[src/sv/assert_macros.svh]
// Assertion helper macros for the TLS SNI parser RTL.
// Included by modules that carry concurrent assertions; no other dependencies.
`ifndef ASSERT_MACROS_SVH
`define ASSERT_MACROS_SVH

// Same-cycle implication checked on every clock edge outside reset
`define TLSSNI_ASSERT(lbl, clk, rstn, ante, cons, msg) \
    lbl: assert property (@(posedge clk) disable iff (!(rstn)) (ante) |-> (cons)) else $error(msg);

// Next-cycle implication checked on every clock edge outside reset
`define TLSSNI_ASSERT_NEXT(lbl, clk, rstn, ante, cons, msg) \
    lbl: assert property (@(posedge clk) disable iff (!(rstn)) (ante) |=> (cons)) else $error(msg);

`endif

[src/sv/tlssni_pkg.sv]
// Shared types and constants of the TLS ClientHello SNI parser.
// No dependencies; used by the parser, the replay engine and the top level.
`timescale 1ns / 1ps
`default_nettype none

package tlssni_pkg;

    // Verdict codes of a result word
    localparam logic [1:0] ST_FOUND = 2'd0;
    localparam logic [1:0] ST_NONE  = 2'd1;
    localparam logic [1:0] ST_MALF  = 2'd2;

    // APB register addresses
    localparam logic [1:0] ADDR_MAX_NAME_LEN = 2'd0;

    localparam logic [6:0] MAX_NAME_LEN_RST = 7'd15;

    // Verdict handed from the parser to the replay engine at record end
    typedef struct packed {
        logic       valid;
        logic [1:0] status;
        logic [7:0] len;
    } t_verdict;

    // One result word
    typedef struct packed {
        logic [1:0] status;
        logic [6:0] name_length;
        logic [7:0] name_byte;
        logic       last;
    } t_result;

endpackage

`default_nettype wire

[src/sv/tlssni_ifs.sv]
// Valid/ready channel interfaces of the TLS SNI parser (input bytes, result words).
// No dependencies.
`timescale 1ns / 1ps
`default_nettype none

interface tlssni_in_if;
    logic       valid;
    logic       ready;
    logic [7:0] in_byte;
    modport source (output valid, output in_byte, input ready);
    modport sink (input valid, input in_byte, output ready);
endinterface

interface tlssni_out_if;
    logic       valid;
    logic       ready;
    logic [1:0] status;
    logic [6:0] name_length;
    logic [7:0] name_byte;
    logic       last;
    modport source (output valid, output status, output name_length, output name_byte,
                    output last, input ready);
    modport sink (input valid, input status, input name_length, input name_byte,
                  input last, output ready);
endinterface

`default_nettype wire

[src/sv/tlssni_ram.sv]
// Generic single-write, single-read synchronous RAM with registered read data.
// No dependencies.
`timescale 1ns / 1ps
`default_nettype none

module tlssni_ram #(
    parameter int WIDTH = 8,
    parameter int DEPTH = 64
) (
    input  wire logic                     i_clk,
    input  wire logic                     i_we,
    input  wire logic [$clog2(DEPTH)-1:0] i_waddr,
    input  wire logic [WIDTH-1:0]         i_wdata,
    input  wire logic                     i_re,
    input  wire logic [$clog2(DEPTH)-1:0] i_raddr,
    output logic      [WIDTH-1:0]         o_rdata
);

    logic [WIDTH-1:0] r_mem [DEPTH];

    always_ff @(posedge i_clk) begin
        if (i_we) begin
            r_mem[i_waddr] <= i_wdata;
        end
        if (i_re) begin
            o_rdata <= r_mem[i_raddr];
        end
    end

endmodule

`default_nettype wire

[src/sv/tlssni_parser.sv]
// Byte-serial ClientHello parser: walks the record, checks it and writes SNI bytes.
// Depends on tlssni_pkg; drives the write port of the name RAM.
`timescale 1ns / 1ps
`default_nettype none

module tlssni_parser #(
    parameter int NAME_CAP   = 64,
    parameter int RECORD_CAP = 4096
) (
    input  wire logic                        i_clk,
    input  wire logic                        i_rst_n,
    input  wire logic                        i_fire,
    input  wire logic [7:0]                  i_byte,
    input  wire logic [6:0]                  i_max_len,
    output tlssni_pkg::t_verdict             o_verdict,
    output logic                             o_we,
    output logic [$clog2(NAME_CAP)-1:0]      o_waddr,
    output logic [7:0]                       o_wdata
);

    localparam int AW = $clog2(NAME_CAP);
    localparam logic [16:0] REC_LIM = 17'(RECORD_CAP - 5);
    localparam logic [7:0]  CAP8    = 8'(NAME_CAP);
    localparam logic [15:0] CAP16   = 16'(NAME_CAP);

    typedef enum logic [14:0] {
        PH_HDR     = 15'b000000000000001,
        PH_HSHDR   = 15'b000000000000010,
        PH_VER     = 15'b000000000000100,
        PH_RAND    = 15'b000000000001000,
        PH_SIDLEN  = 15'b000000000010000,
        PH_SID     = 15'b000000000100000,
        PH_CLEN    = 15'b000000001000000,
        PH_CIPH    = 15'b000000010000000,
        PH_COMPLEN = 15'b000000100000000,
        PH_COMP    = 15'b000001000000000,
        PH_EXTSUM  = 15'b000010000000000,
        PH_EXTHDR  = 15'b000100000000000,
        PH_EXTBODY = 15'b001000000000000,
        PH_DONE    = 15'b010000000000000,
        PH_SKIP    = 15'b100000000000000
    } t_phase;

    t_phase             r_phase, n_phase;
    logic [15:0]        r_fc, n_fc;
    logic [31:0]        r_fv, n_fv;
    logic [15:0]        r_rec_len, n_rec_len;
    logic [15:0]        r_rec_left, n_rec_left;
    logic signed [18:0] r_bleft, n_bleft;
    logic [15:0]        r_ebl, n_ebl;
    logic [15:0]        r_kind, n_kind;
    logic [15:0]        r_elen, n_elen;
    logic               r_malf, n_malf;
    logic               r_fvalid, n_fvalid;
    logic [7:0]         r_flen, n_flen;
    logic [15:0]        r_slist, n_slist;
    logic [15:0]        r_sname, n_sname;
    logic               r_svalid, n_svalid;

    logic [15:0]        fc1;
    logic [31:0]        nfv;
    logic signed [18:0] bl2;
    logic [7:0]         lim;
    logic [15:0]        nm;
    logic [15:0]        kofs;
    logic               rec_end;
    logic               good;
    logic               has_name;

    // Next-state logic: one record byte per accepted word
    always_comb begin
        n_phase = r_phase;     n_fc = r_fc;         n_fv = r_fv;
        n_rec_len = r_rec_len; n_rec_left = r_rec_left;
        n_bleft = r_bleft;     n_ebl = r_ebl;       n_kind = r_kind;
        n_elen = r_elen;       n_malf = r_malf;     n_fvalid = r_fvalid;
        n_flen = r_flen;       n_slist = r_slist;   n_sname = r_sname;
        n_svalid = r_svalid;
        fc1 = r_fc + 16'd1;
        nfv = {r_fv[23:0], i_byte};
        bl2 = r_bleft;
        lim = ({1'b0, i_max_len} < CAP8) ? {1'b0, i_max_len} : CAP8;
        nm = {r_sname[15:8], i_byte};
        kofs = r_fc - 16'd5;
        rec_end = 1'b0;
        o_we = 1'b0;
        o_waddr = kofs[AW-1:0];
        o_wdata = i_byte;

        if (i_fire) begin
            if (r_phase == PH_HDR) begin
                // Record header: bytes 3 and 4 carry the length
                if (r_fc == 16'd3) n_rec_len = {i_byte, 8'h00};
                if (r_fc == 16'd4) n_rec_len = {r_rec_len[15:8], i_byte};
                n_fc = fc1;
                if (r_fc == 16'd4) begin
                    n_rec_left = n_rec_len;
                    n_malf = 1'b0;
                    n_fvalid = 1'b0;
                    n_flen = 8'd0;
                    n_fc = 16'd0;
                    n_fv = 32'd0;
                    if ({1'b0, n_rec_len} >= REC_LIM) begin
                        n_malf = 1'b1;
                        n_phase = PH_SKIP;
                    end else begin
                        n_phase = PH_HSHDR;
                    end
                    rec_end = (n_rec_len == 16'd0);
                end
            end else begin
                case (r_phase)
                    PH_HSHDR: begin
                        n_fc = fc1;
                        if (fc1 == 16'd2 && i_byte != 8'd0) begin
                            n_malf = 1'b1; n_phase = PH_SKIP; n_fc = '0; n_fv = '0;
                        end else begin
                            if (fc1 >= 16'd3) n_fv = nfv;
                            if (fc1 == 16'd4) begin
                                if ({1'b0, nfv[15:0]} + 17'd4 != {1'b0, r_rec_len}) begin
                                    n_malf = 1'b1; n_phase = PH_SKIP; n_fc = '0; n_fv = '0;
                                end else begin
                                    n_bleft = $signed({3'b000, nfv[15:0]});
                                    n_phase = PH_VER; n_fc = '0; n_fv = '0;
                                end
                            end
                        end
                    end
                    PH_VER: begin
                        if (i_byte != 8'd3) begin
                            n_malf = 1'b1; n_phase = PH_SKIP; n_fc = '0; n_fv = '0;
                        end else begin
                            n_fc = fc1;
                            if (fc1 == 16'd2) begin
                                n_bleft = r_bleft - 19'sd34;
                                n_phase = PH_RAND; n_fc = '0; n_fv = '0;
                            end
                        end
                    end
                    PH_RAND: begin
                        n_fc = fc1;
                        if (fc1 == 16'd32) begin
                            n_phase = PH_SIDLEN; n_fc = '0; n_fv = '0;
                        end
                    end
                    PH_SIDLEN, PH_COMPLEN: begin
                        bl2 = r_bleft - 19'sd1 - $signed({11'd0, i_byte});
                        if (r_phase == PH_SIDLEN && i_byte > 8'd32) begin
                            n_malf = 1'b1; n_phase = PH_SKIP; n_fc = '0; n_fv = '0;
                        end else begin
                            n_bleft = bl2;
                            n_fc = '0; n_fv = '0;
                            if (bl2 <= 19'sd0) begin
                                n_malf = 1'b1; n_phase = PH_SKIP;
                            end else begin
                                n_ebl = {8'd0, i_byte};
                                if (r_phase == PH_SIDLEN)
                                    n_phase = (i_byte != 8'd0) ? PH_SID : PH_CLEN;
                                else
                                    n_phase = (i_byte != 8'd0) ? PH_COMP : PH_EXTSUM;
                            end
                        end
                    end
                    PH_SID, PH_CIPH, PH_COMP: begin
                        n_ebl = r_ebl - 16'd1;
                        if (n_ebl == 16'd0) begin
                            n_fc = '0; n_fv = '0;
                            if (r_phase == PH_SID) n_phase = PH_CLEN;
                            else if (r_phase == PH_CIPH) n_phase = PH_COMPLEN;
                            else n_phase = PH_EXTSUM;
                        end
                    end
                    PH_CLEN: begin
                        n_fv = nfv;
                        n_fc = fc1;
                        if (fc1 == 16'd2) begin
                            bl2 = r_bleft - 19'sd2 - $signed({3'b000, nfv[15:0]});
                            n_bleft = bl2;
                            n_fc = '0; n_fv = '0;
                            if (bl2 <= 19'sd0 || nfv[0] || nfv[15:0] == 16'd0) begin
                                n_malf = 1'b1; n_phase = PH_SKIP;
                            end else begin
                                n_ebl = nfv[15:0];
                                n_phase = PH_CIPH;
                            end
                        end
                    end
                    PH_EXTSUM: begin
                        n_fv = nfv;
                        n_fc = fc1;
                        if (fc1 == 16'd2) begin
                            bl2 = r_bleft - 19'sd2;
                            n_bleft = bl2;
                            n_fc = '0; n_fv = '0;
                            if (bl2 <= 19'sd0 || $signed({3'b000, nfv[15:0]}) != bl2) begin
                                n_malf = 1'b1; n_phase = PH_SKIP;
                            end else begin
                                n_phase = PH_EXTHDR;
                            end
                        end
                    end
                    PH_EXTHDR: begin
                        n_fv = nfv;
                        n_fc = fc1;
                        if (fc1 == 16'd4) begin
                            n_kind = nfv[31:16];
                            n_elen = nfv[15:0];
                            bl2 = r_bleft - 19'sd4 - $signed({3'b000, nfv[15:0]});
                            n_bleft = bl2;
                            n_fc = '0; n_fv = '0;
                            if (bl2 < 19'sd0) begin
                                n_malf = 1'b1; n_phase = PH_SKIP;
                            end else begin
                                n_svalid = 1'b0;
                                n_slist = '0;
                                n_sname = '0;
                                n_ebl = nfv[15:0];
                                n_phase = PH_EXTBODY;
                                // Empty extension finishes at once
                                if (nfv[15:0] == 16'd0) begin
                                    if (nfv[31:16] == 16'd0) begin
                                        n_fvalid = 1'b0;
                                        n_flen = 8'd0;
                                    end
                                    n_phase = (bl2 == 19'sd0) ? PH_DONE : PH_EXTHDR;
                                end
                            end
                        end
                    end
                    PH_EXTBODY: begin
                        // Server name list: list length, name type, name length, name
                        if (r_kind == 16'd0) begin
                            if (r_fc == 16'd0) n_slist = {i_byte, 8'h00};
                            else if (r_fc == 16'd1) n_slist = {r_slist[15:8], i_byte};
                            else if (r_fc == 16'd3) n_sname = {i_byte, 8'h00};
                            else if (r_fc == 16'd4) begin
                                n_sname = nm;
                                n_svalid = ({1'b0, r_slist} + 17'd2 == {1'b0, r_elen}) &&
                                           (r_slist > 16'd3) && (nm <= {8'd0, lim}) &&
                                           (nm <= r_slist - 16'd3);
                            end else if (r_fc >= 16'd5 && r_svalid && kofs < r_sname &&
                                         kofs < CAP16) begin
                                o_we = 1'b1;
                            end
                        end
                        n_fc = fc1;
                        n_ebl = r_ebl - 16'd1;
                        if (n_ebl == 16'd0) begin
                            if (r_kind == 16'd0) begin
                                n_fvalid = n_svalid;
                                n_flen = n_svalid ? n_sname[7:0] : 8'd0;
                            end
                            n_fc = '0; n_fv = '0;
                            n_phase = (r_bleft == 19'sd0) ? PH_DONE : PH_EXTHDR;
                        end
                    end
                    PH_DONE: begin
                        // Trailing bytes after a complete ClientHello
                        n_malf = 1'b1; n_phase = PH_SKIP; n_fc = '0; n_fv = '0;
                    end
                    default: begin
                    end
                endcase
                n_rec_left = (r_rec_left != 16'd0) ? r_rec_left - 16'd1 : r_rec_left;
                rec_end = (n_rec_left == 16'd0);
            end
        end

        // Verdict at record end, then back to the header
        good = !n_malf && (n_phase == PH_DONE);
        has_name = good && n_fvalid && (n_flen != 8'd0) && (n_flen <= CAP8);
        o_verdict.valid = rec_end;
        o_verdict.status = has_name ? tlssni_pkg::ST_FOUND :
                           (good ? tlssni_pkg::ST_NONE : tlssni_pkg::ST_MALF);
        o_verdict.len = has_name ? n_flen : 8'd0;
        if (rec_end) begin
            n_phase = PH_HDR;
            n_fc = '0;
            n_fv = '0;
            n_malf = 1'b0;
            n_fvalid = 1'b0;
            n_flen = 8'd0;
        end
    end

    // State registers
    always_ff @(posedge i_clk) begin
        if (!i_rst_n) begin
            r_phase <= PH_HDR;  r_fc <= '0;      r_fv <= '0;
            r_rec_len <= '0;    r_rec_left <= '0; r_bleft <= '0;
            r_ebl <= '0;        r_kind <= '0;    r_elen <= '0;
            r_malf <= 1'b0;     r_fvalid <= 1'b0; r_flen <= '0;
            r_slist <= '0;      r_sname <= '0;   r_svalid <= 1'b0;
        end else begin
            r_phase <= n_phase;     r_fc <= n_fc;         r_fv <= n_fv;
            r_rec_len <= n_rec_len; r_rec_left <= n_rec_left; r_bleft <= n_bleft;
            r_ebl <= n_ebl;         r_kind <= n_kind;     r_elen <= n_elen;
            r_malf <= n_malf;       r_fvalid <= n_fvalid; r_flen <= n_flen;
            r_slist <= n_slist;     r_sname <= n_sname;   r_svalid <= n_svalid;
        end
    end

endmodule

`default_nettype wire

[src/sv/tlssni_replay.sv]
// Result engine: reads the stored name from RAM and queues result words.
// Depends on tlssni_pkg and assert_macros.svh; drives the read port of the name RAM.
`timescale 1ns / 1ps
`default_nettype none
`include "assert_macros.svh"

module tlssni_replay #(
    parameter int NAME_CAP = 64
) (
    input  wire logic                        i_clk,
    input  wire logic                        i_rst_n,
    input  tlssni_pkg::t_verdict             i_verdict,
    output logic                             o_busy,
    output logic                             o_re,
    output logic [$clog2(NAME_CAP)-1:0]      o_raddr,
    input  wire logic [7:0]                  i_rdata,
    output logic                             o_valid,
    input  wire logic                        i_ready,
    output tlssni_pkg::t_result               o_res
);

    localparam int AW = $clog2(NAME_CAP);

    logic                 r_busy;
    logic [1:0]           r_status;
    logic [7:0]           r_len;
    logic [7:0]           r_idx;
    logic                 r_rd_v;
    tlssni_pkg::t_result  r_rd_meta;
    tlssni_pkg::t_result  r_q [2];
    logic                 r_wp, r_rp;
    logic [1:0]           r_cnt;

    logic                 pop;
    logic                 issue;
    logic                 issue_last;
    logic                 found;
    logic [2:0]           occ;
    tlssni_pkg::t_result  push_word;

    // Issue one RAM read (or status word) per cycle while the queue has room
    always_comb begin
        found = (r_status == tlssni_pkg::ST_FOUND);
        pop = (r_cnt != 2'd0) && i_ready;
        occ = {1'b0, r_cnt} + {2'b00, r_rd_v} - {2'b00, pop};
        issue = r_busy && (occ < 3'd2);
        issue_last = !found || (r_idx + 8'd1 == r_len);
        o_re = issue && found;
        o_raddr = r_idx[AW-1:0];
        push_word = r_rd_meta;
        push_word.name_byte = (r_rd_meta.status == tlssni_pkg::ST_FOUND) ? i_rdata : 8'd0;
    end

    // Replay sequencer
    always_ff @(posedge i_clk) begin
        if (!i_rst_n) begin
            r_busy <= 1'b0;
            r_rd_v <= 1'b0;
            r_idx <= '0;
        end else begin
            if (i_verdict.valid) begin
                r_busy <= 1'b1;
                r_idx <= '0;
            end else if (issue) begin
                r_idx <= r_idx + 8'd1;
                if (issue_last) r_busy <= 1'b0;
            end
            r_rd_v <= issue;
        end
    end

    always_ff @(posedge i_clk) begin
        if (i_verdict.valid) begin
            r_status <= i_verdict.status;
            r_len <= i_verdict.len;
        end
        if (issue) begin
            r_rd_meta.status <= r_status;
            r_rd_meta.name_length <= r_len[6:0];
            r_rd_meta.name_byte <= 8'd0;
            r_rd_meta.last <= issue_last;
        end
        if (r_rd_v) begin
            r_q[r_wp] <= push_word;
        end
    end

    // Two-word output queue
    always_ff @(posedge i_clk) begin
        if (!i_rst_n) begin
            r_wp <= 1'b0;
            r_rp <= 1'b0;
            r_cnt <= 2'd0;
        end else begin
            if (r_rd_v) r_wp <= ~r_wp;
            if (pop) r_rp <= ~r_rp;
            r_cnt <= r_cnt + {1'b0, r_rd_v} - {1'b0, pop};
        end
    end

    assign o_busy = r_busy;
    assign o_valid = (r_cnt != 2'd0);
    assign o_res = r_q[r_rp];

    `TLSSNI_ASSERT(a_q_no_overflow, i_clk, i_rst_n, r_rd_v, (r_cnt != 2'd2) || pop, "queue overflow")
    `TLSSNI_ASSERT(a_q_cnt_range, i_clk, i_rst_n, 1'b1, r_cnt != 2'd3, "queue count out of range")
    `TLSSNI_ASSERT(a_verdict_idle, i_clk, i_rst_n, i_verdict.valid, !r_busy, "verdict while replaying")
    `TLSSNI_ASSERT_NEXT(a_last_ends, i_clk, i_rst_n, issue && issue_last && !i_verdict.valid, !r_busy, "replay did not end")

endmodule

`default_nettype wire

[src/sv/tls_client_hello_sni_parser_unit.sv]
// Top level of the TLS ClientHello SNI parser: channels, APB register, name RAM.
// Depends on tlssni_pkg, tlssni_ifs, tlssni_ram, tlssni_parser and tlssni_replay.
`timescale 1ns / 1ps
`default_nettype none

// Takes one TLS record byte per cycle (header first) and at record end emits a
// verdict: one word per server-name byte with status 0, or a single status word
// (1 = well formed without a usable name, 2 = malformed); the final word has last
// set. Parsing runs at one byte per cycle with no stalls. After the last record
// byte, input holds off while the result is replayed: one read of the name RAM
// per byte of a found name (one per cycle while the two-word output queue has
// room) or a single status word, and longer while that queue is full because
// the sink stalls. The first result word becomes valid once the replay has
// started, its read or status word has been issued and it has entered the queue.
// A stalled sink does not lose data. max_name_len (APB address 0, reset 15)
// bounds the accepted name. The name RAM needs no clearing after reset.
module tls_client_hello_sni_parser_unit #(
    parameter int NAME_CAP   = 64,
    parameter int RECORD_CAP = 4096
) (
    input  wire logic        i_clk,
    input  wire logic        i_rst_n,
    tlssni_in_if.sink        i_in,
    tlssni_out_if.source     o_out,
    input  wire logic        psel,
    input  wire logic        penable,
    input  wire logic        pwrite,
    input  wire logic [1:0]  paddr,
    input  wire logic [31:0] pwdata,
    output logic      [31:0] prdata,
    output logic             pready
);

    localparam int AW = $clog2(NAME_CAP);

    logic [6:0]            r_max_len;
    logic                  in_fire;
    logic                  busy;
    tlssni_pkg::t_verdict  verdict;
    logic                  we;
    logic [AW-1:0]         waddr;
    logic [7:0]            wdata;
    logic                  re;
    logic [AW-1:0]         raddr;
    logic [7:0]            rdata;
    tlssni_pkg::t_result   res;

    // APB register
    always_ff @(posedge i_clk) begin
        if (!i_rst_n) begin
            r_max_len <= tlssni_pkg::MAX_NAME_LEN_RST;
        end else if (psel && penable && pwrite && paddr == tlssni_pkg::ADDR_MAX_NAME_LEN) begin
            r_max_len <= pwdata[6:0];
        end
    end
    assign pready = 1'b1;
    assign prdata = (paddr == tlssni_pkg::ADDR_MAX_NAME_LEN) ? {25'd0, r_max_len} : 32'd0;

    // Input handshake
    assign i_in.ready = !busy;
    assign in_fire = i_in.valid && !busy;

    tlssni_parser #(
        .NAME_CAP   (NAME_CAP),
        .RECORD_CAP (RECORD_CAP)
    ) u_parser (
        .i_clk     (i_clk),
        .i_rst_n   (i_rst_n),
        .i_fire    (in_fire),
        .i_byte    (i_in.in_byte),
        .i_max_len (r_max_len),
        .o_verdict (verdict),
        .o_we      (we),
        .o_waddr   (waddr),
        .o_wdata   (wdata)
    );

    tlssni_ram #(
        .WIDTH (8),
        .DEPTH (NAME_CAP)
    ) u_name_ram (
        .i_clk   (i_clk),
        .i_we    (we),
        .i_waddr (waddr),
        .i_wdata (wdata),
        .i_re    (re),
        .i_raddr (raddr),
        .o_rdata (rdata)
    );

    tlssni_replay #(
        .NAME_CAP (NAME_CAP)
    ) u_replay (
        .i_clk     (i_clk),
        .i_rst_n   (i_rst_n),
        .i_verdict (verdict),
        .o_busy    (busy),
        .o_re      (re),
        .o_raddr   (raddr),
        .i_rdata   (rdata),
        .o_valid   (o_out.valid),
        .i_ready   (o_out.ready),
        .o_res     (res)
    );

    // Output payload
    assign o_out.status = res.status;
    assign o_out.name_length = res.name_length;
    assign o_out.name_byte = res.name_byte;
    assign o_out.last = res.last;

endmodule

`default_nettype wire
[src/flat_wrapper.sv]
// flat-port wrapper written by rule: the top's interface ports become plain ports
module tls_client_hello_sni_parser_unit_flat 
#(
    parameter int NAME_CAP   = 64,
    parameter int RECORD_CAP = 4096
)
  (i_clk, i_rst_n, psel, penable, pwrite, paddr, pwdata, prdata, pready, i_in_valid, i_in_in_byte, i_in_ready, o_out_valid, o_out_status, o_out_name_length, o_out_name_byte, o_out_last, o_out_ready);
  tlssni_in_if i_in_i ();
  tlssni_out_if o_out_i ();
  input  wire logic i_clk;
  input  wire logic i_rst_n;
  input  wire logic psel;
  input  wire logic penable;
  input  wire logic pwrite;
  input  wire logic [1:0] paddr;
  input  wire logic [31:0] pwdata;
  output logic      [31:0] prdata;
  output logic pready;
  input wire logic [$bits(i_in_i.valid)-1:0] i_in_valid;
  input wire logic [$bits(i_in_i.in_byte)-1:0] i_in_in_byte;
  output wire logic [$bits(i_in_i.ready)-1:0] i_in_ready;
  output wire logic [$bits(o_out_i.valid)-1:0] o_out_valid;
  output wire logic [$bits(o_out_i.status)-1:0] o_out_status;
  output wire logic [$bits(o_out_i.name_length)-1:0] o_out_name_length;
  output wire logic [$bits(o_out_i.name_byte)-1:0] o_out_name_byte;
  output wire logic [$bits(o_out_i.last)-1:0] o_out_last;
  input wire logic [$bits(o_out_i.ready)-1:0] o_out_ready;
  assign i_in_i.valid = i_in_valid;
  assign i_in_i.in_byte = i_in_in_byte;
  assign i_in_ready = i_in_i.ready;
  assign o_out_valid = o_out_i.valid;
  assign o_out_status = o_out_i.status;
  assign o_out_name_length = o_out_i.name_length;
  assign o_out_name_byte = o_out_i.name_byte;
  assign o_out_last = o_out_i.last;
  assign o_out_i.ready = o_out_ready;
  tls_client_hello_sni_parser_unit #(.NAME_CAP(NAME_CAP), .RECORD_CAP(RECORD_CAP)) u_core (.i_clk(i_clk), .i_rst_n(i_rst_n), .i_in(i_in_i), .o_out(o_out_i), .psel(psel), .penable(penable), .pwrite(pwrite), .paddr(paddr), .pwdata(pwdata), .prdata(prdata), .pready(pready));
endmodule
[config.mk]
export PLATFORM = sky130hd
export DESIGN_NAME = tls_client_hello_sni_parser_unit_flat
export DESIGN_NICKNAME = d
export VERILOG_FILES = /design/src/sv/tlssni_pkg.sv /design/src/sv/tlssni_ifs.sv /design/src/sv/tlssni_ram.sv /design/src/sv/tlssni_parser.sv /design/src/sv/tlssni_replay.sv /design/src/sv/tls_client_hello_sni_parser_unit.sv /design/src/flat_wrapper.sv
export VERILOG_INCLUDE_DIRS = /design/src /design/src/sv
export SDC_FILE = /design/constraint.sdc
export NUM_CORES = 2
export LEC_CHECK = 0
export BUFFER_PORTS_ARGS = -buffer_cell sky130_fd_sc_hd__buf_4
export CAP_MARGIN = 20
export CORE_MARGIN = 3
export CORE_UTILIZATION = 45
export CTS_BUF_LIST = sky130_fd_sc_hd__clkbuf_2 sky130_fd_sc_hd__clkbuf_4 sky130_fd_sc_hd__clkbuf_8
export CTS_CLUSTER_DIAMETER = 50
export DETAILED_ROUTE_END_ITERATION = 8
export PLACE_DENSITY = 0.68
export SYNTH_ARGS = -nofsm -noshare
export SYNTH_HDL_FRONTEND = slang
export SYNTH_SLANG_ARGS = --single-unit
[constraint.sdc]
create_clock -name i_clk -period 6.45 [get_ports i_clk]
set_input_delay 0 -clock i_clk [delete_from_list [all_inputs] [get_ports i_clk]]
set_output_delay 0 -clock i_clk [all_outputs]
set_load 0.02 [all_outputs]
==> impl_metrics.env <==
export IMPL_finalCritPeriodShare_pct=88.78
export IMPL_seq_area_mm2=0.02169
export IMPL_maxCapViolations=0
export IMPL_synth_top_family_by_area="simple AND/OR/NAND/NOR gates"
export IMPL_tns_ns=0
export IMPL_fill_cells=8028
export IMPL_die_width_um=310.9
export IMPL_slew_violations=0
export IMPL_antenna_found_initial=2
export IMPL_worst_slew_pin_slew_ns=1.117
export IMPL_num_nets_final=4004
export IMPL_clock_skew_ns=0.06145
export IMPL_min_path_type="in2reg"
export IMPL_hold_buffers=36
export IMPL_place_area_mm2=0.04400
export IMPL_cp_arrival_ns=6.37
export IMPL_synth_enable_flop_cells=576
export IMPL_fin_ws_ns=0.7239
export IMPL_cts_tree="yes"
export IMPL_grt_pass1_wl_um=187900
export IMPL_setup_viol=0
export IMPL_htreeDepth=4
export IMPL_grt_overflow=0
export IMPL_syn_instance_count=3724
export IMPL_cts_sinks=795
export IMPL_cp_required_ns=7.09
export IMPL_cts_resized=0
export IMPL_p_per_area_mw_per_mm2=269.0
export IMPL_clock_latency_ns=0.82
export IMPL_start_kind="register"
export IMPL_yosys_area_top_type="edfxtp_1"
export IMPL_synth_adder_area_share_pct=3.498
export IMPL_worstSetupPathType="reg2reg"
export IMPL_detail_route_wl_per_cell_um=24.01
export IMPL_fin_crit_ns=5.726
export IMPL_synth_most_common_cell="edfxtp_1"
export IMPL_rsz0062_at_grt="no"
export IMPL_drt_iter0_markers=3884
export IMPL_clkTransAtPathRegs_ns=0.06
export IMPL_grt_pass1_vias=30348
export IMPL_start_util_pct=45.51
export IMPL_status="finished clean"
export IMPL_synth_seq_cells=795
export IMPL_synth_xor_area_share_pct=3.056
export IMPL_hpwlAfterDp_um=85870
export IMPL_ys_seq_area_share_pct=51.81
export IMPL_cp_max_fo=9
export IMPL_synth_cell_types=106
export IMPL_synth_area_mm2=0.04185
export IMPL_design_area_mm2=0.04706
export IMPL_core_mm2=0.09194
export IMPL_synthMuxAreaShare_pct=10.01
export IMPL_vias_per_cell=6.176
export IMPL_synthFlopType="edfxtp_1"
export IMPL_track_usage_pct=25.11
export IMPL_p_leak_nw=15.85
export IMPL_hold_violations=0
export IMPL_port_buffers=50
export IMPL_slew_headroom_pct=25.55
export IMPL_ant_nets=0
export IMPL_drcViolationCount=0
export IMPL_cts_buffers=135
export IMPL_pin_count=102
export IMPL_yosys_warnings=0
export IMPL_timing_fmax_mhz=174.6
export IMPL_synth_compound_area_share_pct=11.68
export IMPL_grt_max_degree=114
export IMPL_die_h_um=310.9
export IMPL_gp_congestion=1.015
export IMPL_die_area_mm2=0.09669
export IMPL_multi_input_area_mm2=0.01886
export IMPL_area_growth_pct=12.47
export IMPL_wl_um=124500
export IMPL_synthTopCellsByArea="edfxtp_1, dfxtp_1, mux4_2"
export IMPL_ys_top_cells_by_count="edfxtp_1, nand2_1, nor2_1"
export IMPL_clockBufferDepth=3
export IMPL_postCtsSetupBuffers=0
export IMPL_dr_pass1_iters=6
export IMPL_irDropWorstVdd_mv=0.1651
export IMPL_synth_top_area_share_pct=41.33
export IMPL_num_rows=111
export IMPL_post_place_ws_ns=0.9663
export IMPL_drive_above_1_share_pct=17.41
export IMPL_avgSynthCellArea_um2=11.24
export IMPL_ys_async_sr_fraction_pct=0
export IMPL_cts_root_buffer="clkbuf_8"
export IMPL_vias=32024
export IMPL_end_kind="register"
export IMPL_synth_simple_area_share_pct=16.07
## state kept, by name (all words and copies together), names as in the netlist, 10 cells and up, named ones only
| name | count |
|---|---|
| u_core.u_name_ram.r_mem | 512 |
| u_core.u_parser.r_bleft | 19 |
| u_core.u_parser.r_ebl | 16 |
| u_core.u_parser.r_elen | 16 |
| u_core.u_parser.r_fc | 16 |
| u_core.u_parser.r_fv | 24 |
| u_core.u_parser.r_kind | 16 |
| u_core.u_parser.r_phase | 15 |
| u_core.u_parser.r_rec_left | 16 |
| u_core.u_parser.r_rec_len | 16 |
| u_core.u_parser.r_slist | 16 |
| u_core.u_parser.r_sname | 16 |
| u_core.u_replay.push_word | 10 |
| u_core.u_replay.r_q | 36 |
## logic make-up (layout without fill, tap and decap cells)
| family | count (synthesis) | count (layout) |
|---|---|---|
| other | 2 | 29 |
| buffers and inverters | 390 | 581 |
| xor gates and xnor gates | 146 | 146 |
| DFF | 795 | 795 |
| muxes | 206 | 206 |
| adders and majority gates | 114 | 114 |
| AOI/OAI and AO/OA | 749 | 749 |
| and+or+nand+nor | 1322 | 1322 |
## placed cells by master (no fill, tap or decap), drive strengths merged, types with 14 or more instances in the layout
cell,count
nand4,68
nor3,100
xor2,48
nand2,333
a21o,24
o211ai,19
mux2i,19
a21oi,252
nor2,299
nor3b,14
clkinv,32
a22oi,52
inv,134
mux4,168
ha,109
dlygate4sd3,36
or3,28
o21ai,142
edfxtp,576
or4,27
a31oi,26
nand2b,18
and2,37
conb,27
dfxtp,219
buf,183
mux2,19
or2,19
and3,32
nor4,129
xnor2,98
nor2b,21
clkbuf,189
a211oi,40
o21a,22
nor4b,16
nand3,132
## critical path, cell delays in order (launching register included)
cell and delay, ns:
dfxtp_1 0.39, inv_1 0.21, ha_1 0.23, or3b_2 0.54, nor2_1 0.37, nand2_1 0.13
xnor2_1 0.15, ha_1 0.23, a21oi_1 0.47, o21ai_0 0.19, a221oi_1 0.74, xnor2_1 0.29
nor4_1 0.31, and3_1 0.29, o22a_1 0.18, o2111ai_1 0.11, and4bb_2 0.51, and4b_1 0.23
## final cells by class
cell class                 count  share of cell area (%)
tap                         1243                   3.305
sequential                   795                   46.09
multi-input combinational   2564                   40.08
timing repair buffer         219                   3.791
clock buffer                 189                   4.902
inverter                     126                   1.010
clock inverter                47                  0.8082
antenna                        2                 0.01063
## where the power goes
group | total [mW] | internal (mW) | switching [mW] | leakage (nW)
sequential | 5.74 | 5.59 | 0.153 | 6.94
combinational | 2.42 | 0.882 | 1.53 | 7.51
clock | 4.50 | 2.40 | 2.11 | 1.40
total | 12.7 | 8.87 | 3.79 | 15.9
## metrics by stage
step | cells | hold WS (ns) | power (mW) | util (%)
floorplan | 3749 | 0.07955 | 7.446 | -
global placement | 4909 | 0.2175 | 8.184 | 47.85
detailed placement | 4910 | 0.2175 | 8.212 | 47.86
CTS | 5182 | 0.04680 | 12.73 | 51.17
global route | 5184 | 0.09596 | 13.18 | 51.19
finish | 5185 | 0.1183 | 12.66 | 51.19
## metal layers
layer	track usage [%]	wire [µm]	vias to the layer above
li1	-	-	14432
met5	0	0	-
met3	4.709	10920	266
met1	35.09	51980	15722
met4	10.01	4501	0
met2	38.85	57080	1604
## path summary, 6_finish.rpt
kind | startpoint | end | slack, ns | depth (start not counted)
hold reg to reg | u_core.u_replay.push_word[13] | u_core.u_replay.r_q[1][13] | 0.44 | 0
hold / removal | i_rst_n | u_core.u_parser.r_bleft[15] | 0.12 | 3
setup reg to reg | u_core.u_parser.r_bleft[1] | u_core.u_replay.r_len[6] | 0.72 | 17
setup / recovery | u_core.u_parser.r_bleft[1] | u_core.u_replay.r_len[6] | 0.72 | 17
(Power assumes the default switching activity.)
